**config.mk**
```make
export PLATFORM = sky130hd
export DESIGN_NAME = mih_front
export DESIGN_NICKNAME = d
export VERILOG_FILES = /design/src/rtl/core/mih_pkg.sv /design/src/rtl/core/mih_front.sv
export SDC_FILE = /design/constraint.sdc
export NUM_CORES = 1
export LEC_CHECK = 0
export ABC_AREA = 1
export BUFFER_PORTS_ARGS = -buffer_cell sky130_fd_sc_hd__buf_4
export CORE_AREA = 4 4 41 43
export DETAILED_ROUTE_END_ITERATION = 8
export DIE_AREA = 0 0 45 47
export PLACE_DENSITY_LB_ADDON = 0.12
export SETUP_SLACK_MARGIN = 0.02
export SLEW_MARGIN = 20
export SYNTH_ARGS = -nofsm -noshare
export SYNTH_HDL_FRONTEND = slang
export SYNTH_SLANG_ARGS = --single-unit
export TNS_END_PERCENT = 100
```
**constraint.sdc**
```tcl
create_clock -name i_clk -period 0.91 [get_ports i_clk]
set_input_delay 0.1365 -clock i_clk [delete_from_list [all_inputs] [get_ports i_clk]]
set_output_delay 0.1365 -clock i_clk [all_outputs]
set_load 0.005 [all_outputs]
```
**src/rtl/core/mih_pkg.sv**
```systemverilog
// Shared types and constants for the masked intensity histogram.
package mih_pkg;

    // Field widths of the word formats.
    localparam int COUNT_BITS    = 22;
    localparam int FRACTION_BITS = 16;
    localparam int BIN_BITS      = 8;
    localparam int NUM_BINS      = 256;

    localparam logic [7:0]            MASK_INSIDE = 8'd255;
    localparam logic [COUNT_BITS-1:0] COUNT_MAX   = {COUNT_BITS{1'b1}};

    // Input mode codes.
    localparam logic [1:0] MODE_PIXEL = 2'd0;
    localparam logic [1:0] MODE_READ  = 2'd1;
    localparam logic [1:0] MODE_CLEAR = 2'd2;

    typedef struct packed {
        logic [1:0] mode;
        logic [7:0] pixel;
        logic [7:0] mask_byte;
        logic [7:0] bin_index;
    } t_in_word;

    typedef struct packed {
        logic [7:0]               bin_number;
        logic [COUNT_BITS-1:0]    bin_count;
        logic [COUNT_BITS-1:0]    total_count;
        logic [FRACTION_BITS:0]   bin_fraction;
        logic                     empty_flag;
    } t_out_word;

    // Commands handed from the front end to the back end.
    typedef enum logic [1:0] {
        CMD_PIXEL,
        CMD_READ,
        CMD_CLEAR
    } t_cmd_kind;

    typedef struct packed {
        t_cmd_kind            kind;
        logic [BIN_BITS-1:0]  bin;
    } t_cmd;

    // Read request handed from the back end to the divider.
    typedef struct packed {
        logic [BIN_BITS-1:0]   bin;
        logic [COUNT_BITS-1:0] count;
        logic [COUNT_BITS-1:0] total;
    } t_div_req;

endpackage

```
**src/rtl/core/mih_front.sv**
```systemverilog
// Front end: holds the mask enable and turns input words into commands.
module mih_front (
    input  logic              i_clk,
    input  logic              i_rst_n,
    input  logic              i_cfg_wr,
    input  logic              i_cfg_data,
    input  logic              i_in_valid,
    input  mih_pkg::t_in_word i_in_word,
    output logic              o_in_stall,
    input  logic              i_q_full,
    output logic              o_q_push,
    output mih_pkg::t_cmd     o_q_cmd
);

    logic r_mask_en;
    logic accept;
    logic keep;

    // Mask enable register.
    always_ff @(posedge i_clk) begin
        if (!i_rst_n) begin
            r_mask_en <= 1'b0;
        end else if (i_cfg_wr) begin
            r_mask_en <= i_cfg_data;
        end
    end

    assign o_in_stall = i_q_full;
    assign accept     = i_in_valid && !i_q_full;

    // Classify the word; unused modes and masked-out pixels are dropped here.
    always_comb begin
        keep          = 1'b0;
        o_q_cmd.kind  = mih_pkg::CMD_PIXEL;
        o_q_cmd.bin   = i_in_word.pixel;
        case (i_in_word.mode)
            mih_pkg::MODE_PIXEL: begin
                keep = !r_mask_en || (i_in_word.mask_byte == mih_pkg::MASK_INSIDE);
            end
            mih_pkg::MODE_READ: begin
                keep         = 1'b1;
                o_q_cmd.kind = mih_pkg::CMD_READ;
                o_q_cmd.bin  = i_in_word.bin_index;
            end
            mih_pkg::MODE_CLEAR: begin
                keep         = 1'b1;
                o_q_cmd.kind = mih_pkg::CMD_CLEAR;
            end
            default: begin
                keep = 1'b0;
            end
        endcase
    end

    assign o_q_push = accept && keep;

endmodule

```
Word-level counts from Yosys, hierarchy flattened --
Index checks and enable logic that the tools add are counted.
Storage, ports and cells: output and inout bits 12, flip-flop bits (word level) 1, word-level logic and storage cells 14, input port bits 32
Operators by class: reduce and logical (&&, ||, !) cells 7, multiplexer cells 3, eq/ne operators 3
Operator list (number):
- 8-bit == test, second input constant | 1
- 8-bit two-way mux | 1
- 2-bit case mux with 2 select lines | 1
- 2-bit by 1-bit == test with 1-bit output, second input constant | 1
- 2-bit == test, second input constant | 1
- 1-bit logical AND | 2
- 1-bit zero test | 2
- 2-bit zero test | 1
- 1-bit case mux with 2 select lines | 1
- 2-bit OR reduction | 1
- 1-bit logical OR | 1

Logic depth before layout (Yosys ltp) --
depth after elaboration 4, depth in mapped cells 6, gate-level depth less buffers 6

Worst setup path before layout --
No wires, ideal clock.
path kind in2out, start point in i_in_word[25] (netlist name), end point out o_q_cmd[0] (netlist name), setup slack -61 ps, data required time 774 ps, data arrival time 835 ps, cell stages on the path 4, cells stage by stage inv_1 > ha_1 > buf_6 > mux2_4
RTL lines:
- from (decl) | RTL line mih_front.sv:8 | input mih_pkg::t_in_word i_in_word,
- to (decl) | RTL line mih_front.sv:12 | output mih_pkg::t_cmd o_q_cmd

==> results.sh <==
export IMPL_place_gp_congestion=0.643
export IMPL_yosysUniqueCellTypes=10
export IMPL_slew_limit_headroom=0.912
export IMPL_fp_dieW_um=45
export IMPL_critPathArrivalTime_ns=0.95
export IMPL_wl_per_cell_um=12.2
export IMPL_setup_viol=10
export IMPL_dp_hpwl_um=994
export IMPL_hp_class="in -> reg"
export IMPL_grt_max_degree=6
export IMPL_largest_register_ffs=1
export IMPL_postSynthAreaPerCell_um2=8.49
export IMPL_final_nets=119
export IMPL_clk_pin_slew_ns=0
export IMPL_synth_cells=33
export IMPL_clock_skew_ns=0
export IMPL_cp_num_buf_inv=4
export IMPL_vias_per_cell=4.30
export IMPL_routed_wl_um=1170
export IMPL_synth_top_cell_by_area="mux2_4"
export IMPL_crit_path_cell_trace="buf_8 -> inv_6 -> ha_4 -> buf_6 -> mux2_4 -> buf_6"
export IMPL_initialDrtViolationCount=1
export IMPL_initial_utilization=0.215
export IMPL_antenna_left=0
export IMPL_period_needed_ns=1.09
export IMPL_whs_ns=0.328
export IMPL_area_growth_pct=170
export IMPL_syn_nets=69
export IMPL_cellPowerDensity_nw_per_um2=501
export IMPL_clk_latency_ns=0
export IMPL_worstPathMaxFanout=4
export IMPL_groute_usage_overall=0.0999
export IMPL_ys_warn_count=0
export IMPL_worstPathRequired_ns=0.77
export IMPL_diodes=0
export IMPL_leakage_nw=0.402
export IMPL_violations="setup timing"
export IMPL_coreArea_um2=1300
export IMPL_crit_path_frequent_cell="buf_6"
export IMPL_reg_top3="r_mask_en: 1 flops"
export IMPL_max_freq_mhz=921
export IMPL_synthTopCellsByArea="mux2_4, ha_1, nand2_1"
export IMPL_r2r_cells=2
export IMPL_antenna_found_initial=0
export IMPL_ys_seq_area_frac=0.0714
export IMPL_reg2reg_to="r_mask_en$_SDFFE_PN0P_"
export IMPL_fin_crit_sh=1.19
export IMPL_netlist_area_um2=280
export IMPL_dieArea_um2=2120
export IMPL_tightest_slew_ns=0.131
export IMPL_status="complete, but fails checks"
export IMPL_yosys_register_bits=1
export IMPL_grt_setup_unrepaired="yes"
export IMPL_path_depth=6
export IMPL_first_global_vias=405
export IMPL_gr_total_overflow=0
export IMPL_rrSetupSlack_ns=0.30
export IMPL_regMostFlops="r_mask_en"
export IMPL_finalSetupTns_ns=-1.55
export IMPL_irDropWorstVdd_mv=0.246
export IMPL_via_count=413
export IMPL_worst_setup_path_type="in -> out"
export IMPL_cp_endpoint="o_q_cmd[7]"
export IMPL_rows=13
export IMPL_end_kind="primary output"
export IMPL_grt_pass1_wl_um=1640
export IMPL_drtPass1Iterations=3
export IMPL_synth_top_area_share=0.429
export IMPL_cpLargestDelayFamily="buffers and inverters"
export IMPL_pin_count=44
export IMPL_slew_viol_final=0
export IMPL_timing_rr_start="r_mask_en$_SDFFE_PN0P_"
export IMPL_worstSetupStartpointType="input port"
export IMPL_drive_above_1_share=0.802
export IMPL_max_stage_delay_ns=0.30
export IMPL_die_h_um=47
export IMPL_finalHoldViolCount=0
export IMPL_startpoint="i_in_word[25]"
export IMPL_drv_cap=0
export IMPL_io_buffers=43
export IMPL_worst_slack_ns=-0.176
export IMPL_drc=0
export IMPL_cp_slowest_cell="mux2_4"
-- metal layers --
| metal | vias to the layer above | GRT usage | share of wire |
|---|---|---|---|
| met5 | - | 0 | 0 |
| met4 | 0 | 0 | 0 |
| met3 | 0 | 0.0307 | 0.22 |
| met2 | 38 | 0.198 | 0.42 |
| met1 | 174 | 0.110 | 0.36 |
| li1 | 201 | - | - |
-- per-stage QoR --
step / cell area, µm² / instances / power (mW) / utilization / setup WS, ns
final: 757 / 96 / 0.379 / 0.582 / -0.176
after global placement: 648 / 93 / 0.322 / 0.498 / -0.220
after floorplan: 299 / 33 / 0.149 / - / 0.0274
after global routing: 757 / 96 / 0.406 / 0.582 / -0.203
after detailed placement: 648 / 93 / 0.325 / 0.498 / -0.227
after CTS: 739 / 96 / 0.371 / 0.568 / -0.175
-- cell usage in the layout, fill, tap and decap left out --
cell type / Yosys / routed
a21oi_1: 2 / 1
a21oi_2: 0 / 1
buf_12: 0 / 1
buf_4: 1 / 36
buf_6: 1 / 12
buf_8: 0 / 1
dfxtp_1: 1 / 1
ha_1: 4 / 1
ha_2: 0 / 1
ha_4: 0 / 2
inv_1: 4 / 1
inv_2: 0 / 2
inv_6: 0 / 1
mux2_4: 8 / 8
nand2_1: 8 / 8
nor2_1: 3 / 3
o21ai_0: 1 / 1
-- synthesized netlist by cell type --
| cell | count |
|---|---|
| nand2_1 | 8 |
| inv_1 | 4 |
| ha_1 | 4 |
| a21oi_1 | 2 |
| buf_6 | 1 |
| buf_4 | 1 |
| dfxtp_1 | 1 |
| mux2_4 | 8 |
| nor2_1 | 3 |
| o21ai_0 | 1 |
-- how the worst min path moves through the flow --
stage,from,endpoint,slack [ns],cells past startpoint
global placement,i_cfg_wr,r_mask_en$_SDFFE_PN0P_,0.33,2
global route,i_cfg_wr,r_mask_en$_SDFFE_PN0P_,0.35,2
CTS,i_cfg_wr,r_mask_en$_SDFFE_PN0P_,0.33,2
floorplan,i_cfg_wr,r_mask_en$_SDFFE_PN0P_,0.23,1
finish,i_cfg_wr,r_mask_en$_SDFFE_PN0P_,0.33,2
detailed placement,i_cfg_wr,r_mask_en$_SDFFE_PN0P_,0.33,2
-- cell type report --
class | instances | area (µm²)
repair buffers | 50 | 440
flip-flops and latches | 1 | 20.0
fillers | 123 | 544
well taps | 15 | 18.8
inverters | 4 | 20.0
multi-input cells | 26 | 258
-- where the power goes --
part	internal (mW)	switching [mW]
Sequential	0.0478	0.00133
Combinational	0.237	0.0935
Clock	0	0
Total	0.285	0.0948
-- cell families after synthesis --
group	count (synthesis)	share of synthesized area
simple gates	11	0.147
mux	8	0.429
buf+inv	6	0.121
fa+ha+maj	4	0.179
compound gates	3	0.0536
flops	1	0.0714
-- repair_timing --
action,in CTS,in global routing
resized for setup,15,7
setup endpoints to repair,10,11
cloned,0,0
setup buffers,3,1
hold buffers,0,0
pin swaps,2,0
-- worst reg2reg max path, stage by stage (launching register included) --
cell,delay (ns)
dfxtp_1,0.29
o21ai_0,0.15
a21oi_1,0.05
(Power assumes the default switching activity.)
