[src/rtl/core/mih_pkg.sv]
// Shared types and constants for the masked intensity histogram.
package mih_pkg;

    // Field widths of the word formats.
    localparam int COUNT_BITS    = 22;
    localparam int FRACTION_BITS = 16;
    localparam int BIN_BITS      = 8;
    localparam int NUM_BINS      = 256;

    localparam logic [7:0]            MASK_INSIDE = 8'd255;
    localparam logic [COUNT_BITS-1:0] COUNT_MAX   = {COUNT_BITS{1'b1}};

    // Input mode codes.
    localparam logic [1:0] MODE_PIXEL = 2'd0;
    localparam logic [1:0] MODE_READ  = 2'd1;
    localparam logic [1:0] MODE_CLEAR = 2'd2;

    typedef struct packed {
        logic [1:0] mode;
        logic [7:0] pixel;
        logic [7:0] mask_byte;
        logic [7:0] bin_index;
    } t_in_word;

    typedef struct packed {
        logic [7:0]               bin_number;
        logic [COUNT_BITS-1:0]    bin_count;
        logic [COUNT_BITS-1:0]    total_count;
        logic [FRACTION_BITS:0]   bin_fraction;
        logic                     empty_flag;
    } t_out_word;

    // Commands handed from the front end to the back end.
    typedef enum logic [1:0] {
        CMD_PIXEL,
        CMD_READ,
        CMD_CLEAR
    } t_cmd_kind;

    typedef struct packed {
        t_cmd_kind            kind;
        logic [BIN_BITS-1:0]  bin;
    } t_cmd;

    // Read request handed from the back end to the divider.
    typedef struct packed {
        logic [BIN_BITS-1:0]   bin;
        logic [COUNT_BITS-1:0] count;
        logic [COUNT_BITS-1:0] total;
    } t_div_req;

endpackage

[src/rtl/core/mih_fifo.sv]
// Short command queue between the front end and the back end.
module mih_fifo #(
    parameter int DEPTH = 4
) (
    input  logic          i_clk,
    input  logic          i_rst_n,
    input  logic          i_push,
    input  mih_pkg::t_cmd i_push_cmd,
    output logic          o_full,
    input  logic          i_pop,
    output logic          o_valid,
    output mih_pkg::t_cmd o_head
);

    localparam int PTR_W = (DEPTH > 1) ? $clog2(DEPTH) : 1;
    localparam int CNT_W = $clog2(DEPTH + 1);

    mih_pkg::t_cmd    r_mem [DEPTH];
    logic [PTR_W-1:0] r_wr_ptr;
    logic [PTR_W-1:0] r_rd_ptr;
    logic [CNT_W-1:0] r_count;
    logic [PTR_W-1:0] n_wr_ptr;
    logic [PTR_W-1:0] n_rd_ptr;

    assign o_full  = (r_count == CNT_W'(DEPTH));
    assign o_valid = (r_count != '0);
    assign o_head  = r_mem[r_rd_ptr];

    assign n_wr_ptr = (r_wr_ptr == PTR_W'(DEPTH - 1)) ? '0 : r_wr_ptr + 1'b1;
    assign n_rd_ptr = (r_rd_ptr == PTR_W'(DEPTH - 1)) ? '0 : r_rd_ptr + 1'b1;

    // Pointers and fill count.
    always_ff @(posedge i_clk) begin
        if (!i_rst_n) begin
            r_wr_ptr <= '0;
            r_rd_ptr <= '0;
            r_count  <= '0;
        end else begin
            if (i_push) begin
                r_wr_ptr <= n_wr_ptr;
            end
            if (i_pop) begin
                r_rd_ptr <= n_rd_ptr;
            end
            if (i_push && !i_pop) begin
                r_count <= r_count + 1'b1;
            end else if (i_pop && !i_push) begin
                r_count <= r_count - 1'b1;
            end
        end
    end

    // Entry storage.
    always_ff @(posedge i_clk) begin
        if (i_push) begin
            r_mem[r_wr_ptr] <= i_push_cmd;
        end
    end

endmodule

[config.mk]
export PLATFORM = sky130hd
export DESIGN_NAME = mih_fifo
export DESIGN_NICKNAME = d
export VERILOG_FILES = /design/src/rtl/core/mih_pkg.sv /design/src/rtl/core/mih_fifo.sv
export SDC_FILE = /design/constraint.sdc
export NUM_CORES = 1
export LEC_CHECK = 0
export BUFFER_PORTS_ARGS = -buffer_cell sky130_fd_sc_hd__buf_2
export CAP_MARGIN = 20
export CORE_MARGIN = 4
export CORE_UTILIZATION = 58
export CTS_BUF_LIST = sky130_fd_sc_hd__clkbuf_4
export DETAILED_ROUTE_END_ITERATION = 12
export PLACE_DENSITY = 0.8
export SKIP_LAST_GASP = 1
export SLEW_MARGIN = 15
export SYNTH_ARGS = -nofsm -noshare
export SYNTH_HDL_FRONTEND = slang
export SYNTH_SLANG_ARGS = --single-unit
[constraint.sdc]
create_clock -name i_clk -period 2.1 [get_ports i_clk]
set_input_delay 0.42 -clock i_clk [delete_from_list [all_inputs] [get_ports i_clk]]
set_output_delay 0.42 -clock i_clk [all_outputs]
set_load 0.05 [all_outputs]
---- Word level (Yosys, flattened, before mapping) ----
Memories as Yosys holds them, arrays and structs flattened. A register that Yosys moved wholly into a read port is not among the register bits.
Cells that the tools add are included.
operators by class
  add/sub/neg operators ................... 4
  multiply operators ...................... 0
  div/mod/pow operators ................... 0
  magnitude comparators ................... 0
  equal/unequal tests ..................... 3
  shift-type cells ........................ 0
  muxes and demuxes ....................... 8
  bitwise operators ....................... 0
  reduce and logical (&&, ||, !) cells .... 6
operators with widths
  operator                                                             count
  2-bit two-way mux                                                    4
  3-bit two-way mux                                                    2
  2-bit by 1-bit adder with 2-bit output (second input constant)       2
  2-bit equality test (second input constant)                          2
  3-bit by 1-bit adder with 3-bit output (second input constant)       1
  3-bit equality test (second input constant)                          1
  3-bit nonzero test                                                   1
  3-bit by 1-bit subtractor with 3-bit output (second input constant)  1
  1-bit logical AND                                                    2
  1-bit logical NOT                                                    2
  1-bit two-way mux                                                    2
  2-bit nonzero test                                                   1
word-level totals
  register bits after elaboration ......... 7
  latch bits .............................. 0
  bits in writable memories ............... 40
  ROM bits ................................ 0
  input port bits ......................... 14
  output and inout port bits .............. 12
  word-level logic and storage cells ...... 25
  memories kept ........................... 1
memories
  name   words  bits a word  rd ports  clocked after Yosys merged registers in  write ports  RTL line        text
  r_mem  4      10           1         1                                        1            mih_fifo.sv:18  mih_pkg::t_cmd r_mem [DEPTH];

---- Logic depth before layout (Yosys ltp) ----
Gate-level depths: netlist (run 1).
  depth in word-level cells ............... 4
  mapped depth ............................ 7
  gate-level depth less buffers ........... 7

---- Least setup slack after synthesis (run 1) ----
OpenSTA, ideal clock, no wires.
  kind .................................... register to output
  start ................................... register r_count[0]
  end ..................................... output o_full
  arrival time ............................ 1498 ps
  data required time ...................... 1680 ps
  path slack .............................. 182 ps
  stages on the path, launching flop included .. 2
  buffers on the path ..................... 0
  path through ............................ dfxtp_1 nor3b_1
between the ends
  longest elaborated chain between the ends .. 1
ends and longest elaborated chain
  element                 RTL line        text
  from (decl)             mih_fifo.sv:21  logic [CNT_W-1:0] r_count;
  from (signal assigned)  mih_fifo.sv:46  r_count <= r_count + 1'b1;
  from (signal assigned)  mih_fifo.sv:48  r_count <= r_count - 1'b1;
  3-bit equality test     mih_fifo.sv:25  assign o_full = (r_count == CNT_W'(DEPTH));
  to (decl)               mih_fifo.sv:9   output logic o_full,
Every way passes these cells.

==> metrics.txt, run 1 <==
Syn Inst Count=96; Reg2Reg Setup Slack=approximately 0.62 ns; xor/xnor share of the synthesized area=less than 1%; core area=0.00310 mm2; Synth area leaders=edfxtp_1, mux4_2, dfxtp_1; num rows=20; Worst Hold Path EP=r_mem[0][7]; Seq cells post-synth=approximately 50; Syn Nets=roughly 120; Worst VDD drop=around 0.00054 V; Worst path slowest cell=mux4_2; total CTS buffers=5; RSZ-0062 raised after global routing=no; H-tree Lvls=2; worst r2r src=r_count[0]; P per Cell Area=slightly above 900 mW/mm2; GRT Total Usage=16.0%; Fill cells=around 220; area fraction of the dominant cell type after synthesis=63.2%; Critical Path Start Type=flip-flop; R2R Path End=r_count[2]; Max Cap Viol=0; Slew @ Worst Pin=~0.55 ns; clk root buf=clkbuf_4; final RePlAce weighted congestion=roughly 0.67; Vias/cell=5.32; Place WS=about 0.15 ns; largest net degree at the start of global routing=16; dpl cell area=0.00208 mm2; Routed Antenna Nets=0; WP buf/inv=2; post-synthesis compound-gate area fraction=1.05%; via count of the routed design=920; Adder-Cell Fraction of Synth Area=under 10%; Fin Setup TNS=0 ns; Die W=65.3 um; Leak=between 0.7 and 0.8 nW; Final min period=2.03 ns; FMAX=just under 500 MHz; Post-Route WL=around 2.9 mm; Final Cycle Share=a little over nine tenths; CTS tree=yes; IO Pins=26; DR DRC count=0; die span in y=~65 um; combinational family with the most area after synthesis=multiplexers; register area share after synthesis=between 70% and 80%; die area=0.00426 mm2; WL/cell=between 15 and 20 um; 1st-iter DRT viols=31; most frequent cells in the layout=edfxtp_1, buf_2, mux4_2; final hold viol count=0; Antenna Cells=0; share of cells above drive strength 1=35.7%; P_int=around 1.5 mW; CP endpoint kind=output port; CP Max Fanout=4; mapped cell area=~0.0019 mm2; delay-heaviest family, CP=multiplexers; Synth Area in Simple Gates=4.80%; initial core utilization=61.3%; clock power share=a little over a quarter; CTS clock-pin slew for the worst setup and hold paths=around 0.14 ns; most common cell after layout, fill and taps aside=edfxtp_1; WS Path Type=flip-flop to output port; worst setup margin=0.0743 ns; Cell variety after synth=20; cell chain of the critical path=buf_4 -> mux4_2 -> buf_2; combinational power share=16.5%; CTS max path bufs=2; grt ovf=0; first-pass GRT wire length=4.91 mm; crit-path max cell delay=between 0.5 and 0.6 ns; Syn. warnings=0; vias in the first global route=between 1000 and 1500; mux contribution to synthesized area=13.9%; final slew viol count=0; hold wc startpoint=i_push_cmd[7]; Area Growth Syn to Fin=14.0%; NetSw=slightly above 0.5 mW; CP Data Required Time=1.68 ns; reg2reg path depth=4; Hold/Removal Path Class=primary input to flip-flop; Skew-Pair Late Insertion Delay=0.36 ns; Pwr Total=between 2 and 2.5 mW; # setup viols final=0; design area=about 0.0022 mm2; Avg Cell Area, Syn=approximately 20 um2; switching part of the total=25.9%; cell accounting for the most synthesized area=edfxtp_1; worst relative slew slack=between 60% and 70%; hold path depth=1; nets=between 100 and 150; status=completed; CP arrival=1.61 ns; Clock Sinks=49; clock skew=approximately 0.015 ns; Pre-antenna DRT Iters=4; Seq pwr share=56.8%; Port Buf Inserts=25; initial antenna violation count=0
-- Yosys cell counts --
cell type   n
edfxtp_1   40
mux4_2     10
dfxtp_1     9
ha_1        6
and2_1      5
nor2b_1     5
inv_1       4
mux2i_1     4
or3_1       2
a21boi_1    1
buf_6       1
clkbuf_2    1
fa_1        1
nor2_1      1
nor3_1      1
nor3b_1     1
o21a_1      1
o21ai_0     1
xnor2_1     1
xor2_1      1
-- worst reg2reg max path, delay by kind of cell, from the launching register on --
kind | cells | cell delay, ns
adders and majority gates | 1 | 0.44
DFF | 1 | 0.38
and+or+nand+nor | 1 | 0.31
xor gates and xnor gates | 1 | 0.16
AOI/OAI and AO/OA | 1 | 0.14
-- layout make-up --
class                           instances  area (um2)  area share (%)
Clock buffer                            6        45.0            2.08
Clock inverter                          2        35.0            1.62
Inverter                                4        15.0           0.692
Multi-Input combinational cell         41         489            22.6
Sequential cell                        49        1380            63.8
Tap cell                               44        55.1            2.54
Timing Repair Buffer                   27         146            6.75
-- what timing repair did --
item | CTS | global route
buffers inserted | 0 | 0
hold buffers | 0 | 0
gates resized for setup | 0 | 3
endpoints found under the setup margin | 0 | 10
-- through the flow --
| stage | instances | hold slack [ns] | util, % |
|---|---|---|---|
| final | 173 | 0.261 | 69.9 |
| after global routing | 173 | 0.243 | 69.9 |
| after CTS | 173 | 0.256 | 69.6 |
| after detailed placement | 165 | 0.506 | 67.1 |
| after global placement | 165 | 0.474 | 67.1 |
| after floorplan | 96 | 0.460 | - |
-- registers in the layout (all words and copies together) (netlist names), named ones only --
register / flops
r_mem: 40
r_wr_ptr: 2
r_count: 3
r_rd_ptr: 2
-- logic make-up (layout without fill, tap and decap cells) --
| kind of cell | Yosys count | count (layout) |
|---|---|---|
| flops | 49 | 49 |
| compound gates | 3 | 3 |
| simple gates | 15 | 15 |
| xor+xnor | 2 | 2 |
| fa+ha+maj | 7 | 7 |
| buf+inv | 6 | 39 |
| mux | 14 | 14 |
-- how the worst max path moves through the flow --
stage	from	to	slack (ns)	cells after the start
6_report	flip-flop	o_head[5]	0.07	3
5_1_grt	flip-flop	o_head[5]	0.002	3
4_1_cts	flip-flop	o_head[5]	0.02	2
3_5_place_dp	i_pop	r_count[2]	0.15	8
3_3_place_gp	i_pop	r_count[2]	0.26	8
2_1_floorplan	r_count[0]	o_full	0.18	1
-- per-layer routing --
metal	routed length, um	vias to the layer above	share of wire (%)	GRT usage (%)
li1	-	434	-	-
met1	1160	459	40	18.9
met2	1580	22	54	27.6
met3	139	5	4.8	4.44
met4	38	0	1.3	6.22
met5	0	-	0	0
-- power groups by stage --
stage	sequential, mW	combinational, mW	clock [mW]
global placement	1.15	0.321	0
CTS	1.14	0.332	0.546
finish	1.14	0.329	0.536
global route	1.15	0.351	0.596
detailed placement	1.16	0.332	0
floorplan	1.15	0.256	0
No activity file was read; power rests on OpenSTA's default activity.
==> run 2, diff against run 1 <==
==> constraint.sdc (replaced) <==
create_clock -name i_clk -period 2.1 [get_ports i_clk]
set_input_delay 0.105 -clock i_clk [delete_from_list [all_inputs] [get_ports i_clk]]
set_output_delay 0.105 -clock i_clk [all_outputs]
set_load 0.05 [all_outputs]
==> metrics.txt, run 2 (synthesis results as in run 1) <==
Leak=0.820 nW (+3.5%); Skew-Pair Late Insertion Delay=0.35 ns (about the same); die area=0.00426 mm2 (unchanged); initial core utilization=61.3% (unchanged); Reg2Reg Setup Slack=0.61 ns (about the same); CP Max Fanout=6 (+2); CP endpoint kind=output port; Seq pwr share=56.9% (about the same); cell chain of the critical path=buf_4 -> mux4_2 -> buf_2; 1st-iter DRT viols=39 (+26%); WL/cell=16.3 um (-3.6%); NetSw=0.528 mW (+1.6%); postcts setup bufs=0 (unchanged); vias in the first global route=1037 (+2.6%); Vias/cell=5.24 (-1.5%); Fill cells=221 (-1.3%); share of cells above drive strength 1=31.2% (-4.5 points); die span in y=65.3 um (unchanged); Final min period=1.97 ns (-0.0530 ns); post-cts resize count=0 (unchanged); Max Cap Viol=0 (unchanged); WS Path Type=flip-flop to output port; Critical Path Start Type=flip-flop; via count of the routed design=953 (+3.6%); worst setup margin=0.127 ns (+0.0530 ns); combinational power share=16.7% (+0.2 points); Place WS=0.486 ns (+0.333 ns); largest net degree at the start of global routing=16 (unchanged); CTS clock-pin slew for the worst setup and hold paths=0.13 ns (about the same); Die W=65.3 um (unchanged); final slew viol count=0 (unchanged); RSZ-0062 raised after global routing=no; FMAX=507 MHz (+2.7%); Hold/Removal Path Class=primary input to flip-flop; P per Cell Area=889 mW/mm2 (-3.8%); Worst VDD drop=0.000788 V (+46%); CTS max path bufs=2 (unchanged); Largest Register=r_mem; IO Pins=26 (unchanged); max reg flops=40 (unchanged); status=completed; final hold viol count=0 (unchanged); most frequent cells in the layout=edfxtp_1, buf_2, mux4_2, dlygate4sd3_1, dfxtp_1; crit-path max cell delay=0.52 ns (about the same); P_int=1.47 mW (-0.63%); most common cell after layout, fill and taps aside=edfxtp_1; nets=158 (+6.0%); detailed placement HPWL=roughly 2 mm; worst relative slew slack=63.2% (-0.30 points); Antenna Cells=0 (unchanged); Pwr Total=2.00 mW (about the same); Worst path slowest cell=dfxtp_1; GRT Total Usage=16.3% (+0.30 points); Routed Antenna Nets=0 (unchanged); # setup viols final=0 (unchanged); clk root buf=clkbuf_4; clock power share=26.4% (-0.3 points); Slew @ Worst Pin=0.552 ns (+0.00449 ns); CP arrival=1.87 ns (+0.26 ns); core area=0.00310 mm2 (unchanged); CP Data Required Time=2.00 ns (+0.32 ns); Clock Sinks=49 (unchanged); Area Growth Syn to Fin=18.4%; switching part of the total=26.4% (+0.43 points); Pre-antenna DRT Iters=4 (unchanged); num rows=20 (unchanged); total CTS buffers=5 (unchanged); initial antenna violation count=0 (unchanged); Post-Route WL=2.96 mm (+1.4%); Final Cycle Share=93.9% (-2.5 points); first-pass GRT wire length=5.02 mm (+2.3%); H-tree Lvls=2 (unchanged); Fin Setup TNS=0 ns (unchanged); Regs by FF count=r_mem x40, r_count x3; final RePlAce weighted congestion=0.690 (+3.2%); grt ovf=0 (unchanged); clock skew=0.00516 ns (-0.0103 ns); Port Buf Inserts=25 (unchanged); DR DRC count=0 (unchanged); CTS tree=yes
-- run 2: worst paths after layout --
check             start          to  depth (start not counted)
max           flip-flop   o_head[7]                          3
min             i_rst_n  r_count[0]                          2
max reg2reg  r_count[0]  r_count[2]                          4
min reg2reg  r_count[2]  r_count[2]                          2
-- run 2: repair_timing --
item / 4_1_cts / 5_1_grt
hold buffers: 10 / 0
setup endpoints to repair: 0 / 0
endpoints found under the hold margin: 40 / 0
-- run 2: per-layer routing --
metal  GRT usage, %  up-vias  wire length, um
met5              0        -                0
met4           6.99        0               43
met3           4.27        5              113
met2           27.7       25             1560
met1           19.5      472             1250
li1               -      451                -
-- run 2: power by group through the flow --
stage	sequential [mW]	combinational, mW	clock (mW)
after floorplan	1.15	0.256	0
after global placement	1.16	0.315	0
after detailed placement	1.16	0.325	0
after CTS	1.14	0.341	0.537
after global routing	1.15	0.359	0.589
final	1.14	0.335	0.528
-- run 2: worst max-delay path, delay by kind of cell, from the launching register on --
family | cells | cell delay (ns)
flip-flops | 1 | 0.52
multiplexers | 1 | 0.51
buffers and inverters | 2 | 0.48
-- run 2: area by class of cell --
| cell class | instances | area, um2 | share of cell area, % |
|---|---|---|---|
| Sequential cell | 49 | 1380 | 61.3 |
| Inverter | 4 | 15.0 | 0.667 |
| Clock inverter | 3 | 41.3 | 1.83 |
| Multi-Input combinational cell | 41 | 489 | 21.7 |
| Timing Repair Buffer | 36 | 233 | 10.3 |
| Clock buffer | 5 | 37.5 | 1.67 |
| Tap cell | 44 | 55.1 | 2.44 |
-- run 2: per-stage QoR --
step	instance area, um2	cells	hold WS, ns	util (%)
finish	2250	182	0.0433	72.6
detailed placement	2070	164	0.323	66.8
global placement	2070	164	0.316	66.8
floorplan	1900	96	0.204	-
global route	2250	182	0.0346	72.6
CTS	2250	182	0.0387	72.6
==> run 3, diff against run 2 <==
Settings changed: CORE_UTILIZATION 58 to 53, PLACE_DENSITY 0.8 to 0.77.
Clock period 2.1 ns to 1.7 ns, I/O delays scaled along.
==> metrics.txt, run 3 (synthesis results as in run 1) <==
final core utilization=69.9% (-2.7 points); die area=0.00461 mm2 (+8.3%); postcts setup bufs=0 (unchanged); IO Pins=26 (unchanged); Fill cells=233 (+5.4%); initial core utilization=56.1% (-5.2 points); H-tree Lvls=2 (unchanged); num rows=21 (+5.0%); via count of the routed design=973 (+2.1%); nets=163 (+3.2%); largest net degree at the start of global routing=15 (-1); delay-heaviest family, CP=multiplexers; grt ovf=0 (unchanged); clock skew=0.00431 ns (-0.000852 ns); core area=0.00339 mm2 (+9.2%); max reg flops=40 (unchanged); share of cells above drive strength 1=34.3% (+3.1 points); CTS max path bufs=2 (unchanged); Vias/cell=5.15 (-1.7%); WS Path Type=flip-flop to output port; Skew-Pair Late Insertion Delay=0.34 ns (about the same); Post-Route WL=2.97 mm (+0.20%); CP endpoint kind=output port; worst setup margin=0.0668 ns (-0.0605 ns); final RePlAce weighted congestion=0.688 (-0.36%); Worst path slowest cell=mux4_2; initial antenna violation count=0 (unchanged); Max Cap Viol=0 (unchanged); WP buf/inv=2 (unchanged); vias in the first global route=1038 (+0.096%); CP Max Fanout=10 (+4); crit-path max cell delay=0.53 ns (about the same); Place WS=0.0946 ns (-0.391 ns); # setup viols final=0 (unchanged); final slew viol count=0 (unchanged); Routed Antenna Nets=0 (unchanged); Clock Sinks=49 (unchanged); CTS tree=yes; status=completed; CP arrival=1.55 ns (-0.32 ns); total CTS buffers=5 (unchanged); most frequent cells in the layout=edfxtp_1, buf_2, mux4_2, dlygate4sd3_1, buf_6; CTS clock-pin slew for the worst setup and hold paths=0.12 ns (about the same); Final Cycle Share=a little over nine tenths; Leak=0.876 nW (+6.8%); Hold/Removal Path Class=primary input to flip-flop; FMAX=612 MHz; 1st-iter DRT viols=94 (+140%); Largest Register=r_mem; Antenna Cells=0 (unchanged); die span in y=67.9 um (+4.0%); worst relative slew slack=83.4% (+20 points); DR DRC count=0 (unchanged); detailed placement HPWL=2.05 mm (+0.47%); Port Buf Inserts=25 (unchanged); first-pass GRT wire length=4.92 mm (-1.9%); cell chain of the critical path=buf_12 -> mux4_2 -> buf_6; Pwr Total=2.52 mW (+26%); clk root buf=clkbuf_4; Slew @ Worst Pin=0.250 ns (-0.302 ns); Critical Path Start Type=flip-flop; Die W=67.9 um (+4.0%); Regs by FF count=r_mem x40, r_count x3; GRT Total Usage=15.4% (-0.83 points); Pre-antenna DRT Iters=4 (unchanged); P per Cell Area=1060 mW/mm2 (+20%); RSZ-0062 raised after global routing=yes; Worst VDD drop=0.000660 V (-16%); Final min period=~1.6 ns; WL/cell=15.7 um (-3.5%); Area Growth Syn to Fin=24.5%; CP Data Required Time=1.62 ns (-0.38 ns); final hold viol count=0 (unchanged); most common cell after layout, fill and taps aside=edfxtp_1
==> run 3: cell type report <==
class                           instances  area, um2  share of cell area (%)
Clock inverter                          2       33.8                    1.43
Tap cell                               46       57.6                    2.43
Timing Repair Buffer                   41        345                    14.6
Inverter                                4       15.0                   0.634
Sequential cell                        49       1380                    58.4
Clock buffer                            6       45.0                    1.90
Multi-Input combinational cell         41        489                    20.7
==> run 3: layer usage <==
layer	vias up	GRT usage, %	share of wire, %
met5	-	0	0
met4	0	6.70	1.9
met3	8	4.27	5.0
met2	27	27.7	55
met1	478	17.1	38
li1	460	-	-
==> run 3: final timing paths <==
path / from / to / slack (ns) / depth (start not counted)
worst max-delay path: flip-flop / o_head[8] / 0.07 / 3
worst min-delay path: i_rst_n / flip-flop / 0.03 / 2
worst max register to register: r_count[0] / r_count[2] / 0.18 / 4
worst min register to register: r_count[2] / r_count[2] / 0.54 / 2
==> run 3: stage by stage <==
| step | setup TNS [ns] | std cells | instance area (um2) | hold slack (ns) |
|---|---|---|---|---|
| after CTS | 0 | 189 | 2310 | 0.0144 |
| final | 0 | 189 | 2370 | 0.0260 |
| after global placement | 0 | 171 | 2130 | 0.294 |
| after floorplan | 0 | 96 | 1900 | 0.184 |
| after global routing | -0.0313 | 189 | 2370 | 0.00483 |
| after detailed placement | 0 | 171 | 2130 | 0.301 |
==> run 3: timing repair <==
action | 4_1_cts | 5_1_grt
hold buffers | 10 | 0
endpoints found under the hold margin | 40 | 0
endpoints found under the setup margin | 10 | 10
gates resized for setup | 4 | 24
==> run 3: power by group <==
part,switching [mW],internal [mW],total (mW),leakage [nW]
Combinational,0.284,0.202,0.487,0.391
Sequential,0.0324,1.37,1.40,0.442
Clock,0.315,0.322,0.637,0.0433
