==> config.mk <==
export PLATFORM = sky130hd
export DESIGN_NAME = mih_divider
export DESIGN_NICKNAME = d
export VERILOG_FILES = /design/src/rtl/core/mih_pkg.sv /design/src/rtl/core/mih_divider.sv
export SDC_FILE = /design/constraint.sdc
export NUM_CORES = 1
export LEC_CHECK = 0
export ABC_AREA = 0
export BUFFER_PORTS_ARGS = -buffer_cell sky130_fd_sc_hd__buf_4
export CAP_MARGIN = 25
export CORE_AREA = 2 2 148 150
export DETAILED_ROUTE_END_ITERATION = 8
export DIE_AREA = 0 0 150 152
export RECOVER_POWER = 50
export SLEW_MARGIN = 20
export SYNTH_ARGS = -nofsm -noshare
export SYNTH_HDL_FRONTEND = slang
export SYNTH_SLANG_ARGS = --single-unit
==> constraint.sdc <==
create_clock -name i_clk -period 6.8 [get_ports i_clk]
set_input_delay 0.68 -clock i_clk [delete_from_list [all_inputs] [get_ports i_clk]]
set_output_delay 0.68 -clock i_clk [all_outputs]
set_load 0.02 [all_outputs]
==> src/rtl/core/mih_pkg.sv <==
// Shared types and constants for the masked intensity histogram.
package mih_pkg;

    // Field widths of the word formats.
    localparam int COUNT_BITS    = 22;
    localparam int FRACTION_BITS = 16;
    localparam int BIN_BITS      = 8;
    localparam int NUM_BINS      = 256;

    localparam logic [7:0]            MASK_INSIDE = 8'd255;
    localparam logic [COUNT_BITS-1:0] COUNT_MAX   = {COUNT_BITS{1'b1}};

    // Input mode codes.
    localparam logic [1:0] MODE_PIXEL = 2'd0;
    localparam logic [1:0] MODE_READ  = 2'd1;
    localparam logic [1:0] MODE_CLEAR = 2'd2;

    typedef struct packed {
        logic [1:0] mode;
        logic [7:0] pixel;
        logic [7:0] mask_byte;
        logic [7:0] bin_index;
    } t_in_word;

    typedef struct packed {
        logic [7:0]               bin_number;
        logic [COUNT_BITS-1:0]    bin_count;
        logic [COUNT_BITS-1:0]    total_count;
        logic [FRACTION_BITS:0]   bin_fraction;
        logic                     empty_flag;
    } t_out_word;

    // Commands handed from the front end to the back end.
    typedef enum logic [1:0] {
        CMD_PIXEL,
        CMD_READ,
        CMD_CLEAR
    } t_cmd_kind;

    typedef struct packed {
        t_cmd_kind            kind;
        logic [BIN_BITS-1:0]  bin;
    } t_cmd;

    // Read request handed from the back end to the divider.
    typedef struct packed {
        logic [BIN_BITS-1:0]   bin;
        logic [COUNT_BITS-1:0] count;
        logic [COUNT_BITS-1:0] total;
    } t_div_req;

endpackage

==> src/rtl/core/mih_divider.sv <==
// Bit-serial fraction divider that also holds the result word for the receiver.
module mih_divider (
    input  logic               i_clk,
    input  logic               i_rst_n,
    input  logic               i_start,
    input  mih_pkg::t_div_req  i_req,
    output logic               o_ready,
    output logic               o_out_valid,
    input  logic               i_out_stall,
    output mih_pkg::t_out_word o_out_word
);

    localparam int CB     = mih_pkg::COUNT_BITS;
    localparam int FB     = mih_pkg::FRACTION_BITS;
    localparam int STEP_W = $clog2(FB);

    typedef enum logic [1:0] {
        ST_IDLE,
        ST_RUN,
        ST_DONE
    } t_state;

    t_state                       r_state;
    logic [mih_pkg::BIN_BITS-1:0] r_bin;
    logic [CB-1:0]                r_count;
    logic [CB-1:0]                r_total;
    logic [CB-1:0]                r_rem;
    logic [FB:0]                  r_quo;
    logic [STEP_W-1:0]            r_step;

    logic [CB:0] rem2;
    logic        ge;
    logic        q0;

    // One quotient bit per cycle from the shifted remainder.
    assign rem2 = {r_rem, 1'b0};
    assign ge   = (rem2 >= {1'b0, r_total});
    assign q0   = (i_req.count >= i_req.total);

    // Control state and result registers.
    always_ff @(posedge i_clk) begin
        if (!i_rst_n) begin
            r_state <= ST_IDLE;
        end else begin
            case (r_state)
                ST_IDLE: begin
                    if (i_start) begin
                        r_bin   <= i_req.bin;
                        r_count <= i_req.count;
                        r_total <= i_req.total;
                        r_step  <= '0;
                        if (i_req.total == '0) begin
                            r_quo   <= '0;
                            r_rem   <= '0;
                            r_state <= ST_DONE;
                        end else begin
                            r_quo   <= (FB + 1)'(q0);
                            r_rem   <= q0 ? i_req.count - i_req.total : i_req.count;
                            r_state <= ST_RUN;
                        end
                    end
                end
                ST_RUN: begin
                    r_rem  <= ge ? CB'(rem2 - {1'b0, r_total}) : CB'(rem2);
                    r_quo  <= {r_quo[FB-1:0], ge};
                    r_step <= r_step + 1'b1;
                    if (r_step == STEP_W'(FB - 1)) begin
                        r_state <= ST_DONE;
                    end
                end
                ST_DONE: begin
                    if (!i_out_stall) begin
                        r_state <= ST_IDLE;
                    end
                end
                default: begin
                    r_state <= ST_IDLE;
                end
            endcase
        end
    end

    assign o_ready     = (r_state == ST_IDLE);
    assign o_out_valid = (r_state == ST_DONE);

    assign o_out_word.bin_number   = r_bin;
    assign o_out_word.bin_count    = r_count;
    assign o_out_word.total_count  = r_total;
    assign o_out_word.bin_fraction = r_quo;
    assign o_out_word.empty_flag   = (r_total == '0);

    // The partial remainder always stays below the divisor.
    a_rem_below: assert property (@(posedge i_clk) disable iff (!i_rst_n)
        (r_state == ST_RUN) |-> (r_rem < r_total))
        else $error("partial remainder out of range");

    // A finished fraction never exceeds one.
    a_frac_max: assert property (@(posedge i_clk) disable iff (!i_rst_n)
        $rose(o_out_valid) |-> (r_quo <= {1'b1, {FB{1'b0}}}))
        else $error("fraction above one");

endmodule

## Word level (Yosys, flattened, before mapping)

Cells that the tools add are included.

| storage, ports and cells | value |
|---|---|
| logic and storage cells | 40 |
| output and inout port bits | 72 |
| bits in registers | 97 |

| cells by class | value |
|---|---|
| reductions and logical operators | 7 |
| $add $sub $neg | 3 |
| $lt $le $gt $ge | 2 |
| eq/ne operators | 6 |
| muxes and demuxes | 15 |

Operators with widths:

| operator | number |
|---|---|
| $mux 22 | 4 |
| $logic_not 22->1 | 2 |
| $pmux 22 s2 | 1 |
| $sub 22x22->22 | 2 |
| $pmux 17 s2 | 1 |
| $ge 23x22->1 | 1 |
| $ge 22x22->1 | 1 |
| $mux 17 | 1 |
| $reduce_and 3->1 | 3 |
| $mux 2 | 4 |
| $pmux 4 s2 | 1 |
| $ne 2x2->1 const B | 3 |
| $pmux 2 s3 | 1 |
| $add 4x1->4 const B | 1 |
| $eq 4x4->1 const B | 1 |
| $mux 4 | 1 |
| $eq 2x1->1 const B | 1 |
| $eq 2x2->1 const B | 1 |
| $logic_not 2->1 | 1 |
| $reduce_bool 2->1 | 1 |
| $mux 1 | 1 |

## Logic depth before layout (Yosys ltp)

Gate-level depths: netlist of run 1.

| logic depth | value |
|---|---|
| depth in word-level cells | 5 |
| depth in mapped cells | 14 |

## Least setup slack after synthesis of run 1

OpenSTA, ideal clock, no wires.

| timing path | value |
|---|---|
| path type | input port to flip-flop |
| start point | input port i_start |
| end point | register r_bin[0] (netlist name), enable pin |
| data required time | 6.207 ns |
| setup slack | 0.519 ns |
| stages on the path | 1 |
| setup time | 0.593 ns |
| data arrival time | 5.688 ns |
| cell sequence | nor4bb_1 |

| between the ends | value |
|---|---|
| cells in the longest elaborated chain, start to end | 1 |

Ends and longest elaborated chain:

| what | RTL line | RTL |
|---|---|---|
| from (decl) | mih_divider.sv:5 | `input logic i_start,` |
| $reduce_and 3->1 (no source line) | -- |  |
| to (signal assigned) | mih_divider.sv:48 | `r_bin <= i_req.bin;` |
| to (decl) | mih_divider.sv:24 | `logic [mih_pkg::BIN_BITS-1:0] r_bin;` |

Every way passes these cells.
A chain may end at the register's enable or synchronous reset.

## Final worst setup path of run 1

| timing path | value |
|---|---|
| start point | register r_total[4] |
| end point | register r_rem[16] (data pin) |

| between the ends | value |
|---|---|
| cells in the longest elaborated chain, start to end | 3 |
| elaborated cells between the ends (all ways) | 4 |

Ends and longest elaborated chain:

| what | RTL line | RTL |
|---|---|---|
| from (decl) | mih_divider.sv:26 | `logic [CB-1:0] r_total;` |
| from (signal assigned) | mih_divider.sv:50 | `r_total <= i_req.total;` |
| $sub 22x22->22 or $ge 23x22->1 (tied branches) | mih_divider.sv:64, mih_divider.sv:37 |  |
| $mux 22 (*) | mih_divider.sv:64 | `r_rem <= ge ? CB'(rem2 - {1'b0, r_total}) : CB'(rem2);` |
| $pmux 22 s2 (*) | mih_divider.sv:45 | `case (r_state)` |
| to (signal assigned) | mih_divider.sv:58 | `r_rem <= q0 ? i_req.count - i_req.total : i_req.count;` |
| to (signal assigned) | mih_divider.sv:64 |  |
| to (decl) | mih_divider.sv:27 | `logic [CB-1:0] r_rem;` |

Every way passes the cells marked *; elsewhere a longest branch is shown, timed or not.

==> impl_metrics.toml, run 1 <==
[status]
outcome = "finished, final reports clean"

[timing]
setup_tns_ps = 0
rsz0062_at_grt = "no"
final-hold-violation-count = 0
max_slew.worst_pin.slew_ps = 983
fin_skew_ps = 13.0
relSlewSlack_pct = 34.5
setup_violations = 0
setup_ws_ps = 3160
finalCriticalPeriod_ps = 3640
fin_crit_sh_pct = 53.6
drv_slew = 0
max_freq_mhz = 274

[die]
design.core.area_um2 = 21400
floorplan.initialDensity_pct = 29.3
die_x_um = 150
rows = 54
dieArea_um2 = 22800
io_pins = 128
die_height_um = 152

[cts]
path_clk_slew_ps = 80
cts-root-buf = "clkbuf_16"
cts_tree = "yes"
cts_resized = 0
cts_sinks = 97
insertion_delay_ps = 370
htreeDepth = 3
cts_made_buffers = 9
cts_buffer_depth = 2
ctsHoldBuffers = 0
post_cts_buffers = 0

[route]
drc_errors = 0
ant_nets = 0
drt_iter0_markers = 307
drt_pre_antenna_iters = 4
routed_wirelength_um = 17600
vias_per_cell = 5.01
vias = 5029
post_drt_wl_per_cell_um = 17.6

[setup_path]
setup.worst_path.class = "flip-flop to flip-flop"
critPathLaunchType = "flip-flop"
end_kind = "flip-flop"
rrSetupSlack_ps = 3160
required_ps = 6890
reg2reg_to = "r_rem[16]"
worstPathMaxFanout = 20
r2r-start = "r_total[4]"
cp-startpoint = "r_total[4]"
ff2ff_path_depth = 11
crit_arrival_ps = 3730

[global_route]
grt_pass1_wl_um = 27300
grt_use_total_pct = 15.6
antenna_found_initial = 0
grt_pass1_vias = 4937
grt_max_degree = 53
grt-ovfl-total = 0

[layout]
nets = 821
area_growth_pct = 19.8
antennaDiodeCount = 0
drive_gt1_share_pct = 11.6

[logic_synthesis]
yosysTopAreaCellShare_pct = 45.6
synth_top_cells_by_area = "edfxtp_1 46%, ha_1 9.0%, a21oi_1 3.8%"
synth_cells = 591
synthesis.nets = 694
synth_seq_cells = 97
async_reset_ff_share_pct = 0
synth_ff_type = "edfxtp_1"
yosys_warnings = 0
synth_top_area_cell = "edfxtp_1"
netlist_area_um2 = 6260
synthDistinctLibCells = 73
synth-edff-count = 95
seq_area_frac_synth_pct = 46.2
avgSynthCellArea_um2 = 10.6

[flow_run]
max-cap-violations = 0

[min_path]
whs_endpoint = "r_bin[2]"
holdPathStages = 1
hold_class = "input pin to flip-flop"
hold_path.startpoint = "i_req[46]"

[place]
portBuffers = 127
place_congestion = 0.908
dpl.hpwl_um = 13700
dp_slack_ps = 3080

[power]
p_leak_nw = 2.93
power_density_nw_per_um2 = 269
ir_drop_v = 0.000133
==> cell type report <==
type                            instances  area [um^2]
Inverter                               55          206
Tap cell                              280          350
Timing Repair Buffer                  132          676
Sequential cell                        97         2890
Clock inverter                          6         85.1
Multi-Input combinational cell        423         3060
Fill cell                            2301        13900
Clock buffer                           10          229
==> metal layers <==
metal / vias to the layer above / global-route usage [%] / wire length, um
met5: - / 0 / 0
met1: 2378 / 21.0 / 8040
met2: 137 / 25.3 / 8340
met3: 27 / 2.25 / 756
met4: 0 / 6.15 / 469
li1: 2487 / - / -
==> worst max path at each step <==
stage	end	depth (start not counted)	slack, ps
2_1_floorplan	r_bin[0]	1	520
3_3_place_gp	r_rem[16]	12	3140
3_5_place_dp	r_rem[16]	12	3080
4_1_cts	r_rem[16]	11	3120
5_1_grt	r_rem[16]	11	2810
6_report	r_rem[16]	11	3160
==> cells in the mapped netlist (all sizes together), types with 3 or more instances <==
cell    instances
o22ai          15
o21ai          28
nor4           12
nor2b           4
nand4          10
a31o            3
o221ai          5
a21oi          52
nor2           31
buf             9
a21o            9
nand2b          5
a211oi          9
xnor2          23
o211a           3
o21a            5
nand3          16
xor2           12
edfxtp         95
inv            55
nand2          37
ha             45
mux2i          22
clkbuf          5
nor3            8
and3            7
o211ai          3
and2           21
==> critical path, cell delays in order, from the launching register on <==
cell and delay, ps:
edfxtp_1 380, inv_1 60, ha_1 360, a21oi_2 240, nand2_1 100, o21ai_1 310
a21oi_2 150, a21oi_2 770, buf_4 380, nor4_1 80, a311oi_1 350, o221ai_1 170
==> sequential cells by signal, summed over array words and instances (netlist names) <==
signal,count
r_bin,8
r_count,22
r_quo,17
r_rem,22
r_state,2
r_step,4
r_total,22
==> cell usage in the layout (no fill, tap or decap), drive strengths merged, types with 3 or more instances in the layout <==
master,count
a211oi,9
a21o,9
a21oi,52
a31o,3
and2,21
and3,7
buf,35
clkbuf,107
edfxtp,95
ha,45
inv,58
mux2i,22
nand2,37
nand2b,5
nand3,16
nand4,10
nor2,31
nor2b,4
nor3,8
nor4,12
o211a,3
o211ai,3
o21a,5
o21ai,28
o221ai,5
o22ai,15
xnor2,23
xor2,12
==> through the flow <==
step | cell area [um^2] | hold WS (ps) | utilization [%] | power (mW) | cells
6_report | 7500 | 507 | 35.1 | 2.02 | 1003
5_1_grt | 7500 | 500 | 35.1 | 2.13 | 1003
4_1_cts | 7810 | 474 | 36.6 | 2.06 | 1002
3_5_place_dp | 7490 | 546 | 35.1 | 1.49 | 986
3_3_place_gp | 7490 | 541 | 35.1 | 1.49 | 986
2_1_floorplan | 6260 | 557 | - | 1.29 | 591
==> power by group <==
part	internal (mW)	leakage [nW]	switching, mW	total [mW]
registers	0.747	0.911	0.0395	0.787
logic	0.259	1.87	0.414	0.673
clock network	0.296	0.150	0.262	0.558
==> logic make-up after synthesis <==
family / Yosys count / synth area share [%]
buffers and inverters: 71 / 5.30
flip-flops: 97 / 46.2
AO/OA/AOI/OAI: 156 / 16.7
AND/OR/NAND/NOR: 163 / 13.7
adder cells (fa/ha/maj): 47 / 9.64
multiplexers: 22 / 3.52
XOR/XNOR: 35 / 4.90
Power figures use the tool's default switching activity.
==> run 2: changes to the inputs <==
- ABC_AREA: 0 -> 1
- CORE_AREA: 2 2 148 150 -> 2 2 162 164
- DIE_AREA: 0 0 150 152 -> 0 0 164 166
- clock period: 6.8 -> 3.6 ns (I/O delays scaled with it)
==> impl_metrics.toml, run 2 <==
[status]
outcome = "finished, final reports clean"

[global_route]
grt_use_total_pct = 16.9
grt_pass1_vias = 6839
antenna_found_initial = 0
grt-ovfl-total = 0
grt_max_degree = 47
grt_pass1_wl_um = 36000

[power]
internal_power_mw = 2.38
ir_drop_v = 0.000309
switching_share_pct = 39.3
comb_power_share_pct = 38.1
power_mw = 3.92
power_density_nw_per_um2 = 450
p_sw_mw = 1.54
p_clk_share_pct = 24.3
p_seq_share_pct = 37.6
p_leak_nw = 4.26

[logic_synthesis]
synth_top_area_cell = "edfxtp_1"
netlist_area_um2 = 7520
synth_ff_type = "edfxtp_1"
yosysMostFrequentCell = "nand2_1"
synth_seq_cells = 97
synth-edff-count = 95
synth_cells = 1050
synthTopCellsByCount = "387 x nand2_1, 203 x inv_1, 95 x edfxtp_1, 75 x nor2_1, 72 x nand3_1"
seq_area_frac_synth_pct = 38.5
yosysTopAreaCellShare_pct = 37.9
synthDistinctLibCells = 37
synthesis.nets = 1153
yosys_warnings = 0
synth_top_cells_by_area = "edfxtp_1 38%, nand2_1 19%, inv_1 10%"
async_reset_ff_share_pct = 0
avgSynthCellArea_um2 = 7.17

[timing]
relSlewSlack_pct = 20.0
setup_violations = 0
drv_slew = 0
final-hold-violation-count = 0
fin_skew_ps = 14.4
fin_crit_sh_pct = 78.4
finalCriticalPeriod_ps = 2820
max_slew.worst_pin.slew_ps = 1190
max_freq_mhz = 354
setup_tns_ps = 0
rsz0062_at_grt = "no"

[die]
die_height_um = 166
rows = 59
floorplan.initialDensity_pct = 29.4
die_x_um = 164
io_pins = 128
dieArea_um2 = 27200
design.core.area_um2 = 25600

[flow_run]
max-cap-violations = 0

[setup_path]
end_kind = "flip-flop"
cp-endpoint = "r_rem[21]"
r2r-start = "r_total[20]"
critPathLaunchType = "flip-flop"
required_ps = 3710
worstPathMaxFanout = 23
setup.worst_path.class = "flip-flop to flip-flop"
cp-startpoint = "r_total[20]"
crit_arrival_ps = 2930
reg2reg_to = "r_rem[21]"
ff2ff_path_depth = 11
rrSetupSlack_ps = 780

[layout]
drive_gt1_share_pct = 5.91
area_growth_pct = 15.9
final_cell_mix = "387 x nand2_1, 204 x inv_1, 109 x clkbuf_1"
nets = 1282
antennaDiodeCount = 0
utilization_pct = 34.0
reg_top3 = "r_count x22, r_rem x22, r_total x22"
fin_cells = 1519
final_common_cell = "nand2_1"

[route]
drt_iter0_markers = 462
routed_wirelength_um = 22600
drt_pre_antenna_iters = 6
ant_nets = 0
vias_per_cell = 4.54
vias = 6897
post_drt_wl_per_cell_um = 14.9
drc_errors = 0

[cts]
cts_sinks = 97
cts_made_buffers = 9
insertion_delay_ps = 350
post_cts_buffers = 0
cts_buffer_depth = 2
cts-root-buf = "clkbuf_16"
ctsHoldBuffers = 0
cts_tree = "yes"
cts_resized = 0
path_clk_slew_ps = 80
htreeDepth = 3

[place]
dpl.hpwl_um = 18500
place_inst = 1502
place_congestion = 1.01
portBuffers = 127

[min_path]
holdPathStages = 1
hold_class = "input pin to flip-flop"
[run 2: changes by cell type in the layout (fill, tap and decap cells not counted), moves of 15 or more]
cell | previous run | this run
buf_4 | 34 | 9
clkbuf_1 | 87 | 109
mux2i_1 | 22 | 0
o22ai_1 | 15 | 0
nand3_1 | 15 | 72
nand2_1 | 36 | 387
inv_1 | 55 | 204
o21ai_0 | 24 | 2
nor2_1 | 30 | 75
a21oi_1 | 47 | 24
nand3b_1 | 0 | 44
[run 2: cells by family after synthesis]
| group | after synthesis | synth area share (%) |
|---|---|---|
| buffers and inverters | 219 | 11.6 |
| AO/OA/AOI/OAI | 32 | 2.36 |
| AND/OR/NAND/NOR | 637 | 37.5 |
| XOR/XNOR | 18 | 2.10 |
| flip-flops | 97 | 38.5 |
| adder cells (fa/ha/maj) | 47 | 8.02 |
[run 2: area by class of cell]
class	count	area, um^2
well taps	335	419
inverters	206	773
clock buffers	9	225
clock inverters	7	60.1
repair buffers	131	587
fillers	2779	16900
flip-flops and latches	97	2890
multi-input cells	734	3760
[run 2: worst min-delay path by stage]
stage              start       end  slack [ps]
6_report       i_req[47]  r_bin[3]         200
2_1_floorplan  i_req[44]  r_bin[0]         460
5_1_grt        i_req[47]  r_bin[3]         190
3_5_place_dp   i_req[48]  r_bin[4]         540
4_1_cts        i_req[47]  r_bin[3]         170
3_3_place_gp   i_req[44]  r_bin[0]         540
[run 2: worst max-delay path, cell delays in order (launching register included)]
cell      delay, ps
edfxtp_1        380
inv_1            60
ha_1            360
a21oi_1         210
o21a_1          180
nand2_1          80
nor2_2          590
nand2_4         320
nand2_2         210
nand2_1          70
nand2_1          60
nand2_1          50
[run 2: through the flow]
stage                     hold slack [ps]  setup slack [ps]  instance area [um^2]
after floorplan                       459              1030                  7540
after global placement                538               627                  8840
after detailed placement              539               613                  8840
after CTS                             171               745                  9120
after global routing                  189               503                  8720
final                                 201               777                  8720
[run 2: power groups by stage]
| stage | sequential (mW) | combinational (mW) | clock, mW |
|---|---|---|---|
| 5_1_grt | 1.49 | 1.69 | 1.01 |
| 3_3_place_gp | 1.50 | 1.53 | 0 |
| 2_1_floorplan | 1.56 | 1.03 | 0 |
| 6_report | 1.47 | 1.50 | 0.955 |
| 4_1_cts | 1.48 | 1.55 | 0.976 |
| 3_5_place_dp | 1.50 | 1.54 | 0 |
[run 2: per-layer routing]
| metal | vias up | GRT usage (%) | share of wire [%] |
|---|---|---|---|
| met1 | 3138 | 22.1 | 45 |
| met4 | 0 | 6.52 | 3.5 |
| met3 | 40 | 1.65 | 3.4 |
| li1 | 3563 | - | - |
| met2 | 156 | 28.8 | 48 |
| met5 | - | 0 | 0 |
==> run 3: changes to the inputs <==
- ABC_AREA: 1 -> 0
- CORE_AREA: 2 2 162 164 -> 2 2 148 150
- DIE_AREA: 0 0 164 166 -> 0 0 150 152
- clock period: 3.6 -> 2.5 ns (I/O delays scaled with it)
==> impl_metrics.toml, run 3 (synthesis gave the netlist of run 1 again) <==
[timing]
relSlewSlack_pct = 26.1
drv_slew = 0
fin_crit_sh_pct = 111
rsz0062_at_grt = "yes"
setup_ws_ps = -266
final-hold-violation-count = 0
setup_violations = 14
max_slew.worst_pin.slew_ps = 1110
max_freq_mhz = 362
finalCriticalPeriod_ps = 2770
setup_tns_ps = -1590
fin_skew_ps = 10.9

[setup_path]
r2r-start = "r_total[15]"
setup.worst_path.class = "flip-flop to flip-flop"
reg2reg_to = "r_rem[9]"
end_kind = "flip-flop"
critPathLaunchType = "flip-flop"
worstPathMaxFanout = 3
cp_top_family = "simple AND/OR/NAND/NOR gates"
rrSetupSlack_ps = -270
cpPeakStageDelay_ps = 410
cp_common_cell = "buf_4"
critPathSlowestCell = "edfxtp_1"
required_ps = 2580
ff2ff_path_depth = 12
cp_num_buf_inv = 3
cp_cell_sequence = "inv_2, ha_4, and2_4, and3_4, buf_4, nand4_1, nand3_2, a21oi_4, buf_4, and4b_1, a311oi_2, o221ai_1"
crit_arrival_ps = 2850

[layout]
drive_gt1_share_pct = 35.3
nets = 997
area_growth_pct = 48.5
final_common_cell = "buf_4"
design_area_um2 = 9290
antennaDiodeCount = 0
final_cell_mix = "177 x buf_4, 102 x clkbuf_1, 95 x edfxtp_1"
reg_top3 = "r_count x22, r_rem x22, r_total x22"

[power]
internal_power_mw = 4.01
p_clk_share_pct = 21.6
p_leak_nw = 3.80
ir_drop_v = 0.000318
switching_share_pct = 35.9
comb_power_share_pct = 44.0
power_mw = 6.25
p_sw_mw = 2.24
p_seq_share_pct = 34.4
power_density_nw_per_um2 = 673

[place]
dpl.hpwl_um = 15400
portBuffers = 127
place_congestion = 0.870
placed_area_um2 = 8770

[cts]
ctsHoldBuffers = 0
cts_sinks = 97
htreeDepth = 3
cts-root-buf = "clkbuf_16"
cts_tree = "yes"
cts_made_buffers = 9
path_clk_slew_ps = 80
cts_buffer_depth = 2
insertion_delay_ps = 360

[route]
ant_nets = 0
vias = 5734
drc_errors = 0
vias_per_cell = 4.87
routed_wirelength_um = 20100
drt_iter0_markers = 300
post_drt_wl_per_cell_um = 17.1
drt_pre_antenna_iters = 5

[global_route]
grt_use_total_pct = 17.0
grt_max_degree = 53
grt_pass1_vias = 5720
antenna_found_initial = 0
grt-ovfl-total = 0
grt_pass1_wl_um = 30000

[die]
io_pins = 128
die_x_um = 150
floorplan.initialDensity_pct = 29.3
design.core.area_um2 = 21400
dieArea_um2 = 22800
rows = 54
die_height_um = 152

[min_path]
hold_class = "input pin to flip-flop"
hold_path.startpoint = "i_req[45]"
holdPathStages = 1
whs_endpoint = "r_bin[1]"

[flow_run]
max-cap-violations = 0

[status]
violations = "negative setup slack"
outcome = "complete, but fails checks"
[run 3: cell types whose count changed in the layout (fill, tap and decap cells not counted), sizes merged, moves of 27 or more]
cell,delta
a21oi,+27
buf,+178
inv,-154
nor2,-52
nand2,-366
nand3b,-44
nand3,-59
[run 3: repair_timing]
action | in CTS | in global routing
setup endpoints to repair | 23 | 23
pin swaps | 13 | 31
gates cloned | 0 | 1
resized for setup | 27 | 59
setup buffers | 10 | 13
[run 3: per-stage QoR]
| stage | hold slack, ps | std cells | utilization [%] | worst slack, ps |
|---|---|---|---|---|
| after floorplan | 349 | 591 | - | -159 |
| after global placement | 428 | 1139 | 41.1 | -299 |
| after detailed placement | 430 | 1139 | 41.1 | -337 |
| after CTS | 52.8 | 1164 | 43.4 | -202 |
| after global routing | 78.6 | 1178 | 43.5 | -393 |
| final | 85.7 | 1178 | 43.5 | -266 |
[run 3: layout make-up]
class | instances | area, um^2
multi-input cells | 423 | 3550
clock buffers | 10 | 229
clock inverters | 5 | 41.3
inverters | 55 | 206
flip-flops and latches | 97 | 2890
repair buffers | 308 | 2020
well taps | 280 | 350
fillers | 2153 | 12100
[run 3: worst max path at each step]
stage | start | to | slack, ps | depth (start not counted)
floorplan | r_state[0] | r_bin[0] | -160 | 2
global placement | i_req[22] | r_rem[2] | -300 | 14
detailed placement | i_req[22] | r_rem[1] | -340 | 14
CTS | r_rem[3] | r_rem[16] | -200 | 10
global route | r_total[7] | r_rem[18] | -390 | 11
finish | r_total[15] | r_rem[9] | -270 | 12
[run 3: power by group through the flow]
stage	sequential, mW	combinational [mW]	clock, mW
global placement	2.17	2.36	0
CTS	2.14	2.53	1.38
detailed placement	2.17	2.38	0
global route	2.17	2.97	1.43
floorplan	2.26	1.30	0
finish	2.15	2.75	1.35
[run 3: per-layer routing]
metal	global-route usage (%)	routed length, um	share of wire [%]
met3	2.31	888	4.4
met5	0	0	0
met4	6.15	537	2.7
met1	22.1	8990	45
met2	28.5	9670	48
[run 3: worst register-to-register path, cell delays in order (launching register included)]
cell	delay [ps]
edfxtp_1	410
inv_2	130
ha_4	220
and2_4	140
and3_4	170
buf_4	130
nand4_1	100
nand3_2	110
a21oi_4	200
buf_4	160
and4b_1	200
a311oi_2	310
o221ai_1	200
